==> src/rtl/scu_pkg.sv <==
// Shared types, opcodes and field positions of the small processor block.
// No dependencies; every other file but assert_macros.svh imports this package.
package scu_pkg;

    localparam int ADDR_BITS = 16;
    localparam int WORD_BITS = 32;
    localparam int PC_OUT_BITS = 16;
    localparam int REG_BITS = 3;

    // Instruction word field positions.
    localparam int OPC_LSB = 25;
    localparam int DST_LSB = 22;
    localparam int SRC0_LSB = 19;
    localparam int SRC1_LSB = 16;
    localparam int IMM_BITS = 16;

    localparam logic [REG_BITS-1:0] REG_IMM  = 3'd1;
    localparam logic [REG_BITS-1:0] REG_LINK = 3'd7;

    typedef logic [ADDR_BITS-1:0] addr_t;
    typedef logic [WORD_BITS-1:0] word_t;

    // Item operations.
    typedef enum logic [1:0] {
        OP_LOAD = 2'd0,
        OP_EXEC = 2'd1,
        OP_READ = 2'd2,
        OP_NONE = 2'd3
    } item_op_t;

    typedef enum logic [6:0] {
        OPC_ADD = 7'd0,
        OPC_SUB = 7'd1,
        OPC_LSF = 7'd2,
        OPC_RSF = 7'd3,
        OPC_AND = 7'd4,
        OPC_OR  = 7'd5,
        OPC_XOR = 7'd6,
        OPC_LHI = 7'd7,
        OPC_LD  = 7'd8,
        OPC_ST  = 7'd9,
        OPC_JLT = 7'd16,
        OPC_JLE = 7'd17,
        OPC_JEQ = 7'd18,
        OPC_JNE = 7'd19,
        OPC_JIN = 7'd20,
        OPC_HLT = 7'd24
    } opcode_t;

    typedef struct packed {
        logic [1:0]  op;
        logic [15:0] address;
        logic [31:0] load_word;
    } in_item_t;

    typedef struct packed {
        logic [15:0] next_pc;
        logic [31:0] value;
        logic [2:0]  dest_index;
        logic        reg_written;
        logic        halted;
        logic        bad_opcode;
    } out_item_t;

    // Requests to the instruction and data stores.
    typedef struct packed {
        logic  we_both;
        logic  we_data;
        logic  re_instr;
        logic  re_data;
        addr_t waddr;
        addr_t raddr;
        word_t wdata;
    } mem_req_t;

    // Requests to the register file.
    typedef struct packed {
        logic                rd_en;
        logic [REG_BITS-1:0] ra_a;
        logic [REG_BITS-1:0] ra_b;
        logic [IMM_BITS-1:0] imm;
        logic                we;
        logic [REG_BITS-1:0] wa;
        word_t               wd;
    } rf_req_t;

    // Outcome of one executed instruction.
    typedef struct packed {
        word_t               value;
        logic [REG_BITS-1:0] dest;
        logic                reg_wr;
        logic                is_ld;
        logic                st_en;
        logic                jump;
        logic                halt;
        logic                bad;
    } exec_res_t;

endpackage

==> src/rtl/scu_alu.sv <==
// Execute unit: arithmetic, logic, shifts, branch compare and opcode decode.
// Depends on scu_pkg for opcodes and the result struct.
module scu_alu
    import scu_pkg::*;
(
    input  word_t     ins,
    input  word_t     a,
    input  word_t     b,
    input  addr_t     pc,
    output exec_res_t res
);

    opcode_t             opc;
    logic [REG_BITS-1:0] dst;
    logic [IMM_BITS-1:0] imm;
    logic                big_shift;
    logic                taken;

    assign opc       = opcode_t'(ins[WORD_BITS-1:OPC_LSB]);
    assign dst       = ins[DST_LSB +: REG_BITS];
    assign imm       = ins[IMM_BITS-1:0];
    assign big_shift = (b[WORD_BITS-1:5] != '0);

    always_comb
    begin
        case (opc)
            OPC_JLT: taken = (a < b);
            OPC_JLE: taken = (a <= b);
            OPC_JEQ: taken = (a == b);
            OPC_JNE: taken = (a != b);
            default: taken = 1'b1;
        endcase
    end

    always_comb
    begin
        res = '0;
        case (opc)
            OPC_ADD, OPC_SUB, OPC_LSF, OPC_RSF, OPC_AND, OPC_OR, OPC_XOR, OPC_LHI:
            begin
                res.reg_wr = 1'b1;
                res.dest   = dst;
                case (opc)
                    OPC_ADD: res.value = a + b;
                    OPC_SUB: res.value = a - b;
                    OPC_LSF: res.value = big_shift ? '0 : (a << b[4:0]);
                    OPC_RSF: res.value = big_shift ? '0 : (a >> b[4:0]);
                    OPC_AND: res.value = a & b;
                    OPC_OR:  res.value = a | b;
                    OPC_XOR: res.value = a ^ b;
                    default: res.value = {imm, a[IMM_BITS-1:0]};
                endcase
            end
            OPC_LD:
            begin
                res.reg_wr = 1'b1;
                res.dest   = dst;
                res.is_ld  = 1'b1;
            end
            OPC_ST:
            begin
                res.st_en = 1'b1;
                res.value = a;
            end
            OPC_JLT, OPC_JLE, OPC_JEQ, OPC_JNE, OPC_JIN:
            begin
                if (taken)
                begin
                    res.jump   = 1'b1;
                    res.reg_wr = 1'b1;
                    res.dest   = REG_LINK;
                    res.value  = word_t'(pc);
                end
            end
            OPC_HLT:
            begin
                res.halt = 1'b1;
            end
            default:
            begin
                res.bad = 1'b1;
            end
        endcase
    end

endmodule

==> config.mk <==
export PLATFORM = sky130hd
export DESIGN_NAME = scu_alu
export DESIGN_NICKNAME = d
export VERILOG_FILES = /design/src/rtl/scu_pkg.sv /design/src/rtl/scu_alu.sv
export SDC_FILE = /design/constraint.sdc
export NUM_CORES = 1
export LEC_CHECK = 0
export BUFFER_PORTS_ARGS = -buffer_cell sky130_fd_sc_hd__buf_2
export CORE_MARGIN = 2
export CORE_UTILIZATION = 51
export DETAILED_ROUTE_END_ITERATION = 12
export GPL_TIMING_DRIVEN = 1
export PLACE_DENSITY = 0.74
export SETUP_SLACK_MARGIN = 0.4
export SYNTH_ARGS = -nofsm -noshare
export SYNTH_HDL_FRONTEND = slang
export SYNTH_SLANG_ARGS = --single-unit
==> constraint.sdc <==
create_clock -name vclk -period 8.8
set_input_delay 0.44 -clock vclk [all_inputs]
set_output_delay 0.44 -clock vclk [all_outputs]
set_load 0.05 [all_outputs]
Word-level counts from Yosys, hierarchy flattened:

Index checks and enable logic that the tools add are counted.

* register bits: 0
* bits of input ports: 112
* output and inout port bits: 41
* word-level logic and storage cells: 45

* add/subtract/negate cells: 2
* order comparisons: 2
* equality and inequality tests: 17
* shift-type cells: 2
* mux-type cells: 13
* bitwise gates (word level): 3
* reductions and logical operators: 6

Operators with widths (number)
* case mux 32 bit (7 select lines): 1
* case mux 32 bit (3 select lines): 1
* 2-to-1 mux 32 bit: 2
* == test 7 x 5 -> 1 bit, second input constant: 6
* adder 32 bit: 1
* bitwise AND 32 bit: 1
* == test 32 bit: 1
* less-or-equal comparator 32 bit: 1
* less-than comparator 32 bit: 1
* inequality test 32 bit: 1
* bitwise OR 32 bit: 1
* << shifter 32 x 5 -> 32 bit: 1
* right shift 32 x 5 -> 32 bit: 1
* subtractor 32 bit: 1
* XOR 32 bit: 1
* == test 7 x 3 -> 1 bit, second input constant: 4
* nonzero test 27 bit: 1
* 2-to-1 mux 20 bit: 1
* OR reduction 16 bit: 1
* == test 7 x 2 -> 1 bit, second input constant: 2
* == test 7 x 4 -> 1 bit, second input constant: 2
* OR reduction 9 bit: 1
* case mux 4 bit (2 select lines): 1
* OR reduction 8 bit: 1
* 5 further kinds: 10

Longest topological paths before layout:

Gate-level depths: netlist of run 1.

* depth in word-level cells: 4
* mapped depth: 15
* mapped depth without buffers: 12

Worst setup path after synthesis of run 1:

Ideal clock, no wire load.

* path kind: in2out
* start: input port b[2]
* end: output port res[39] (netlist name)
* arrival time: 4786 ps
* data required time: 8360 ps
* path slack: 3574 ps
* stages: 14
* buffers on the path: 3
* cells stage by stage: clkbuf_1 -> inv_2 -> buf_1 -> buf_1 -> ha_1 -> nor3_1 -> o31a_1 -> a221o_1 -> a221oi_4 -> o21ai_1 -> a311oi_1 -> o21ai_0 -> mux2i_1 -> o21ai_0

RTL lines
* from (decl): RTL line scu_alu.sv:8 `input word_t b,`
* to (decl): RTL line scu_alu.sv:10 `output exec_res_t res`

==> metrics.txt, run 1 <==
Critical Path End res[24]; overall overflow remaining after global route 0; final critical-path required period 6007 ps; Top-Level Pins 153; Avg Synthesized Cell Area 6.457 um^2; Crit. End Element output pin; Hold/Removal Path Class in -> out; layout sequential cell count 0; hpwl dp 34530 um; Post-Synthesis Net Count approximately 1600; setup repair after global routing missed its margin no; buffers inserted during post-CTS setup optimization 0; max-cap violations 0; count of standard-cell rows 48; classification of the worst setup path in -> out; core occupancy in the finished layout 0.5666; vias in the first global route 10660; final slew viol count 0; weighted congestion reported at the end of routability-driven placement just over 1; share of cells above drive strength 1 0.1483; number of nets at the end of the flow 1678; startpoint of the worst hold path pc[9]; leading post-synthesis cells by instance count 145 x sky130_fd_sc_hd__nor2_1, 141 x sky130_fd_sc_hd__nand2_1, 137 x sky130_fd_sc_hd__a21oi_1; average detailed-routed wire length per instance 26.70 um; critical path startpoint category input pin; overall via count from detail_route 12140; Vert. Die Dim around 140 um; die area 18910 um^2; CORE AREA 17360 um^2; total standard cell area after synthesis 9091 um^2; cells resized by post-CTS repair 0; number of clock-tree buffers in the layout 0; post-route ant nets 0; number of buffers added to fix hold violations after cts 0; Sequential Area 0 um^2; required arrival time at the worst endpoint roughly 8400 ps; share of the clock period used by the worst path 0.6826; # port buffers 147; status finished, final reports clean; pin count of the biggest net entering global routing 76; die outline width 137.5 um; most used standard cell by instance count after synthesis sky130_fd_sc_hd__nor2_1; largest fanout on the critical path just over 60; initial core utilization 0.5238; count of routing violations after the opening detailed-route iteration 1756; synth-to-layout area growth 8.175%; cell types with the largest area share after synthesis sky130_fd_sc_hd__ha_1 14%, sky130_fd_sc_hd__mux2i_1 8.8%, sky130_fd_sc_hd__a21oi_1 7.5%, sky130_fd_sc_hd__o21ai_0 6.2%, sky130_fd_sc_hd__nor2_1 6.0%; first-pass GRT wire length 65460 um; via density per instance approximately 7.2; Arrival @ worst endpoint approximately 5600 ps; max frequency 166.5 MHz; Global Route Usage Sum 0.4582; area fraction of the dominant cell type after synthesis 0.1363; portion of the post-synthesis area used by sequential elements 0; routed wire length 45120 um; slew at the pin with the worst max-slew slack 1298 ps; final hold violations 0; antenna violations before repair 3; Worst Hold Path Cells 3; cell type with the largest total area after synthesis sky130_fd_sc_hd__ha_1; headroom to the max-slew limit 0.1282; number of distinct standard cells referenced by the synthesized netlist 70; Synth Instances 1408; count of endpoints failing setup in the final report 0; crit path from b[2]; first-pass detailed-route iteration total 6; Ys Warns 0; total negative slack 0 ps; number of remaining DRC errors 0
-- metrics by stage --
stage | setup WS [ps] | cells | area (um^2) | hold slack (ps)
2_1_floorplan | 3574 | 1408 | 9091 | 1131
3_3_place_gp | 2978 | 1688 | 9829 | 1280
3_5_place_dp | 2945 | 1688 | 9829 | 1286
4_1_cts | 2916 | 1688 | 9829 | 1286
5_1_grt | 2652 | 1688 | 9829 | 1299
6_report | 2793 | 1690 | 9834 | 1286
-- metal layers --
layer	wire, um	GRT usage	vias to the layer above
li1	-	-	5385
met1	17910	0.6272	5703
met4	1988	0.1546	6
met3	6532	0.1475	151
met2	18650	0.6730	893
met5	37	0	-
-- logic make-up (layout without fill, tap and decap cells) --
family | after synthesis | count (layout) | synth area share
AOI/OAI and AO/OA | 534 | 534 | 0.3918
and+or+nand+nor | 431 | 431 | 0.2104
buffers and inverters | 209 | 264 | 0.08794
muxes | 117 | 117 | 0.1537
adders and majority gates | 101 | 101 | 0.1407
xor gates and xnor gates | 16 | 16 | 0.01541
other | 0 | 2 | 0
-- cells in the final DEF, fill, tap and decap left out, types with 6 or more instances in the layout --
master,instances
sky130_fd_sc_hd__buf_2,146
sky130_fd_sc_hd__nor2_1,142
sky130_fd_sc_hd__nand2_1,141
sky130_fd_sc_hd__a21oi_1,137
sky130_fd_sc_hd__o21ai_0,112
sky130_fd_sc_hd__ha_1,99
sky130_fd_sc_hd__inv_1,98
sky130_fd_sc_hd__mux2i_1,80
sky130_fd_sc_hd__nor3_1,36
sky130_fd_sc_hd__a221oi_1,33
sky130_fd_sc_hd__nand3_1,26
sky130_fd_sc_hd__a21o_1,24
sky130_fd_sc_hd__o22ai_1,24
sky130_fd_sc_hd__a211oi_1,22
sky130_fd_sc_hd__mux2_2,21
sky130_fd_sc_hd__a221o_1,19
sky130_fd_sc_hd__o211ai_1,18
sky130_fd_sc_hd__o221ai_1,17
sky130_fd_sc_hd__nor4_1,16
sky130_fd_sc_hd__mux4_2,16
sky130_fd_sc_hd__buf_4,16
sky130_fd_sc_hd__a31oi_1,14
sky130_fd_sc_hd__xnor2_1,14
sky130_fd_sc_hd__a22oi_1,13
sky130_fd_sc_hd__or3_1,11
sky130_fd_sc_hd__a211o_1,11
sky130_fd_sc_hd__o21bai_1,11
sky130_fd_sc_hd__o31ai_1,10
sky130_fd_sc_hd__nor2b_1,10
sky130_fd_sc_hd__and3_1,9
sky130_fd_sc_hd__nand2b_1,8
sky130_fd_sc_hd__and2_1,7
sky130_fd_sc_hd__o2bb2ai_1,7
sky130_fd_sc_hd__a2111oi_0,7
sky130_fd_sc_hd__or2_2,6
sky130_fd_sc_hd__o31a_1,6
-- how the worst min path moves through the flow --
stage	end	slack [ps]
detailed placement	res[21]	1290
CTS	res[21]	1290
floorplan	res[4]	1130
finish	res[18]	1290
global route	res[19]	1300
global placement	res[18]	1280
-- layout make-up --
type	instances	area, um^2
antenna	2	5.005
fill	1816	7522
inverter	102	382.9
multi-input combinational	1199	8314
tap	225	281.5
timing repair buffer	162	850.8
-- critical path, cell delays in order --
cell,delay [ps]
sky130_fd_sc_hd__buf_2,70
sky130_fd_sc_hd__buf_4,500
sky130_fd_sc_hd__inv_2,520
sky130_fd_sc_hd__ha_1,590
sky130_fd_sc_hd__nor3_1,100
sky130_fd_sc_hd__o31a_1,370
sky130_fd_sc_hd__a221o_1,370
sky130_fd_sc_hd__a221oi_4,430
sky130_fd_sc_hd__o21ai_1,180
sky130_fd_sc_hd__a211o_1,420
sky130_fd_sc_hd__a221oi_2,310
sky130_fd_sc_hd__o211a_1,690
sky130_fd_sc_hd__a221o_1,280
sky130_fd_sc_hd__buf_2,260
==> run 2: changes to the inputs <==
clock period = 6 ns   (was 8.8 ns; I/O delays follow)
==> metrics.txt, run 2 (synthesis results as in run 1) <==
Arrival @ worst endpoint roughly 4800 ps; Global Route Usage Sum 0.4287; share of the clock period used by the worst path 0.8564; number of fill cells in the layout 1774; final cell area excluding filler cells 9852 um^2; hpwl dp 32450 um; layout sequential cell count 0; first-pass GRT wire length 62040 um; final hold violations 0; setup repair after global routing missed its margin no; initial core utilization 0.5238; proportion of total power due to net switching 0.6724; number of nets at the end of the flow approximately 1700; Top-Level Pins 153; most common library cell in the layout ignoring fill and taps sky130_fd_sc_hd__buf_2; core occupancy in the finished layout 0.5676; slew at the pin with the worst max-slew slack 1249 ps; status finished, final reports clean; commonest cells after routing, fill and taps aside 146 x sky130_fd_sc_hd__buf_2, 142 x sky130_fd_sc_hd__nor2_1, 141 x sky130_fd_sc_hd__nand2_1; number of remaining DRC errors 0; Crit. End Element output pin; number of buffers added to fix hold violations after cts 0; max frequency just under 200 MHz; total net switching power 597.3 uW; total negative slack 0 ps; overall overflow remaining after global route 0; share of cells above drive strength 1 0.1501; count of routing violations after the opening detailed-route iteration between 1500 and 2000; critical path startpoint category input pin; largest fanout on the critical path 29; post-route ant nets 0; overall via count from detail_route between 10000 and 15000; pin count of the biggest net entering global routing 75; routed wire length around 42000 um; CORE AREA 17360 um^2; cell type of the slowest stage on the worst timing path sky130_fd_sc_hd__o211a_1; Worst Path Buf+Inv 4; worst IR drop on VDD 46.57 uV; classification of the worst setup path in -> out; Hold/Removal Path Class in -> out; sequential power share 0; Vert. Die Dim 137.5 um; final slew viol count 0; part of the total power dissipated in combinational logic 1.000; path length in cells of the critical path 13; series of cell instances along the critical path buf_2 -> inv_1 -> ha_1 -> inv_1 -> o31a_1 -> a221o_1 -> a221oi_4 -> o21ai_1 -> a211o_1 -> a221oi_2 -> o211a_1 -> a221o_1 -> buf_2; number of clock-tree buffers in the layout 0; average detailed-routed wire length per instance between 20 and 25 um; final critical-path required period approximately 5100 ps; die area roughly 19000 um^2; headroom to the max-slew limit 0.1650; cells resized by post-CTS repair 0; Worst Setup Slack, final approximately 860 ps; required arrival time at the worst endpoint roughly 5700 ps; kind of cell adding the most delay to the critical path compound AO/OA/AOI/OAI gates; # port buffers 147; Sequential Area 0 um^2; max-cap violations 0; buffers inserted during post-CTS setup optimization 0; via density per instance 7.148; Worst Hold Path Cells 3; weighted congestion reported at the end of routability-driven placement 1.081; Setup WS pre-CTS approximately 1100 ps; die outline width 137.5 um; relative contribution of the clock network to total power 0; antenna violations before repair 1; placed standard-cell area 9852 um^2; count of endpoints failing setup in the final report 0; count of standard-cell rows 48; Final Power 888.3 uW; Pint 291.0 uW; first-pass detailed-route iteration total 6; leakage power total 4.488 nW; vias in the first global route 10620; power density cells approximately 90 nW/um^2; critical path's largest stage delay between 600 and 700 ps; count of inserted antenna diode cells 0; synth-to-layout area growth 8.368%
run 2: cell count changes in the layout (fill, tap and decap cells not counted):
cell / change
sky130_fd_sc_hd__buf_4: +3
sky130_fd_sc_hd__diode_2: -2
run 2: power groups by stage:
stage / Clock (mW) / Combinational, mW / Sequential, mW
floorplan: 0 / 0.584 / 0
finish: 0 / 0.888 / 0
global route: 0 / 0.941 / 0
global placement: 0 / 0.838 / 0
detailed placement: 0 / 0.846 / 0
CTS: 0 / 0.850 / 0
run 2: layout make-up:
type / instances / area [um^2] / area share
Multi-Input combinational cell: 1199 / 8314 / 0.8439
Inverter: 102 / 382.9 / 0.03886
Tap cell: 225 / 281.5 / 0.02858
Timing Repair Buffer: 165 / 873.3 / 0.08865
run 2: final timing paths:
kind,slack (ps),endpoint,start
worst max-delay path,860,res[12],b[4]
worst min-delay path,1000,res[22],pc[13]
run 2: routing by layer:
layer  up-vias  GRT usage  wire, um
li1       5376          -         -
met1      5586     0.5713     16230
met2       944     0.6415     17420
met3       180     0.1255      6063
met4         2     0.1798      2303
met5         -          0        13
run 2: through the flow:
stage               hold slack [ps]  std cells
floorplan                     850.9       1408
global placement               1002       1691
detailed placement             1002       1691
CTS                            1004       1691
global route                   1018       1691
finish                         1003       1691
(Power assumes the default switching activity.)
==> run 3: changes to the inputs <==
REMOVE_ABC_BUFFERS = 1   (was not set)
==> metrics.txt, run 3 (synthesis results as in run 1) <==
status finished, final reports clean; slew at the pin with the worst max-slew slack 1151 ps; share of cells above drive strength 1 0.1512; buffers inserted during post-CTS setup optimization 0; Top-Level Pins 153; cells resized by post-CTS repair 0; overall via count from detail_route 12160; post-route insts no fill roughly 1700; classification of the worst setup path in -> out; crit path from b[0]; vias in the first global route 10830; first-pass detailed-route iteration total 6; core occupancy in the finished layout 0.5685; final hold violations 0; crit-path most repeated cell sky130_fd_sc_hd__a221o_1; synth-to-layout area growth 8.533%; number of fill cells in the layout 1796; leakage power total 4.497 nW; final slew viol count 0; Crit. End Element output pin; number of remaining DRC errors 0; total routed wire length on the met1 layer 17470 um; number of placed cells counting well taps 1693; Worst Hold Path Cells 3; startpoint of the worst hold path pc[13]; total negative slack 0 ps; layout sequential cell count 0; weighted congestion reported at the end of routability-driven placement 1.057; max frequency 199.6 MHz; count of endpoints failing setup in the final report 0; Arrival @ worst endpoint 4710 ps; top sig layer met5; critical path startpoint category input pin; Hold/Removal Path Class in -> out; required arrival time at the worst endpoint 5700 ps; CORE AREA 17360 um^2; routed wire length 44720 um; number of clock-tree buffers in the layout 0; number of nets at the end of the flow approximately 1700; area of the multi-input gates 8314 um^2; die area 18910 um^2; count of routing violations after the opening detailed-route iteration 1508; share of the clock period used by the worst path 0.8351; setup repair after global routing missed its margin no; max-cap violations 0; post-route ant nets 0; Global Route Usage Sum 0.4578; cell type of the slowest stage on the worst timing path sky130_fd_sc_hd__o211a_1; Sequential Area 0 um^2; commonest cells after routing, fill and taps aside 146 x sky130_fd_sc_hd__buf_2, 142 x sky130_fd_sc_hd__nor2_1, 141 x sky130_fd_sc_hd__nand2_1; power density cells 91.93 nW/um^2; met2 layer wire length in the routed design 19000 um; largest fanout on the critical path 32; most common library cell in the layout ignoring fill and taps sky130_fd_sc_hd__buf_2; count of standard-cell rows 48; overall overflow remaining after global route 0; count of inserted antenna diode cells 0; met3 wire length 6499 um; pin count of the biggest net entering global routing 75; first-pass GRT wire length 65410 um; die outline width 137.5 um; worst IR drop on VDD 70.98 uV; hpwl dp 34470 um; # port buffers 147; antenna violations before repair 1; series of cell instances along the critical path buf_4 -> ha_1 -> fa_1 -> nor3_1 -> o31a_1 -> a221o_1 -> a221oi_4 -> o21ai_1 -> a211o_1 -> a221oi_2 -> o211a_1 -> a221o_1 -> buf_2; average detailed-routed wire length per instance 26.41 um; headroom to the max-slew limit 0.2310; critical path's largest stage delay 720 ps; final critical-path required period 5011 ps; Vert. Die Dim 137.5 um; number of buffers added to fix hold violations after cts 0; initial core utilization 0.5238; via density per instance just over 7
==> run 3: final cells by class <==
type,count,area share
multi-input combinational,1199,0.8426
tap,225,0.02853
inverter,102,0.03880
timing repair buffer,167,0.09003
==> run 3: worst max-delay path: cells and delay by family <==
family	cells	cell delay, ps
AO/OA/AOI/OAI	8	3140
adder cells (fa/ha/maj)	2	500
buffers and inverters	2	650
AND/OR/NAND/NOR	1	90
==> run 3: worst paths after layout <==
| path | end | slack, ps |
|---|---|---|
| worst min-delay path | res[22] | 1010 |
| worst max-delay path | res[23] | 990 |
==> run 3: routing by layer <==
| layer | up-vias | global-route usage |
|---|---|---|
| met4 | 2 | 0.1438 |
| met3 | 150 | 0.1015 |
| met5 | - | 0 |
| met1 | 5694 | 0.6376 |
| met2 | 927 | 0.6985 |
| li1 | 5385 | - |
==> run 3: through the flow <==
step | power [mW] | cell area [um^2] | setup WS, ps | hold slack (ps)
2_1_floorplan | 0.5485 | 8675 | 1103 | 788.6
3_3_place_gp | 0.8598 | 9867 | 1152 | 1004
3_5_place_dp | 0.8631 | 9867 | 1110 | 1009
4_1_cts | 0.8674 | 9867 | 1104 | 1009
5_1_grt | 0.9590 | 9867 | 863.2 | 1021
6_report | 0.9070 | 9867 | 989.5 | 1006
==> run 3: power breakdown <==
group	internal, mW	switching, mW
combinational	0.293	0.614
clock	0	0
sequential	0	0
total	0.293	0.614
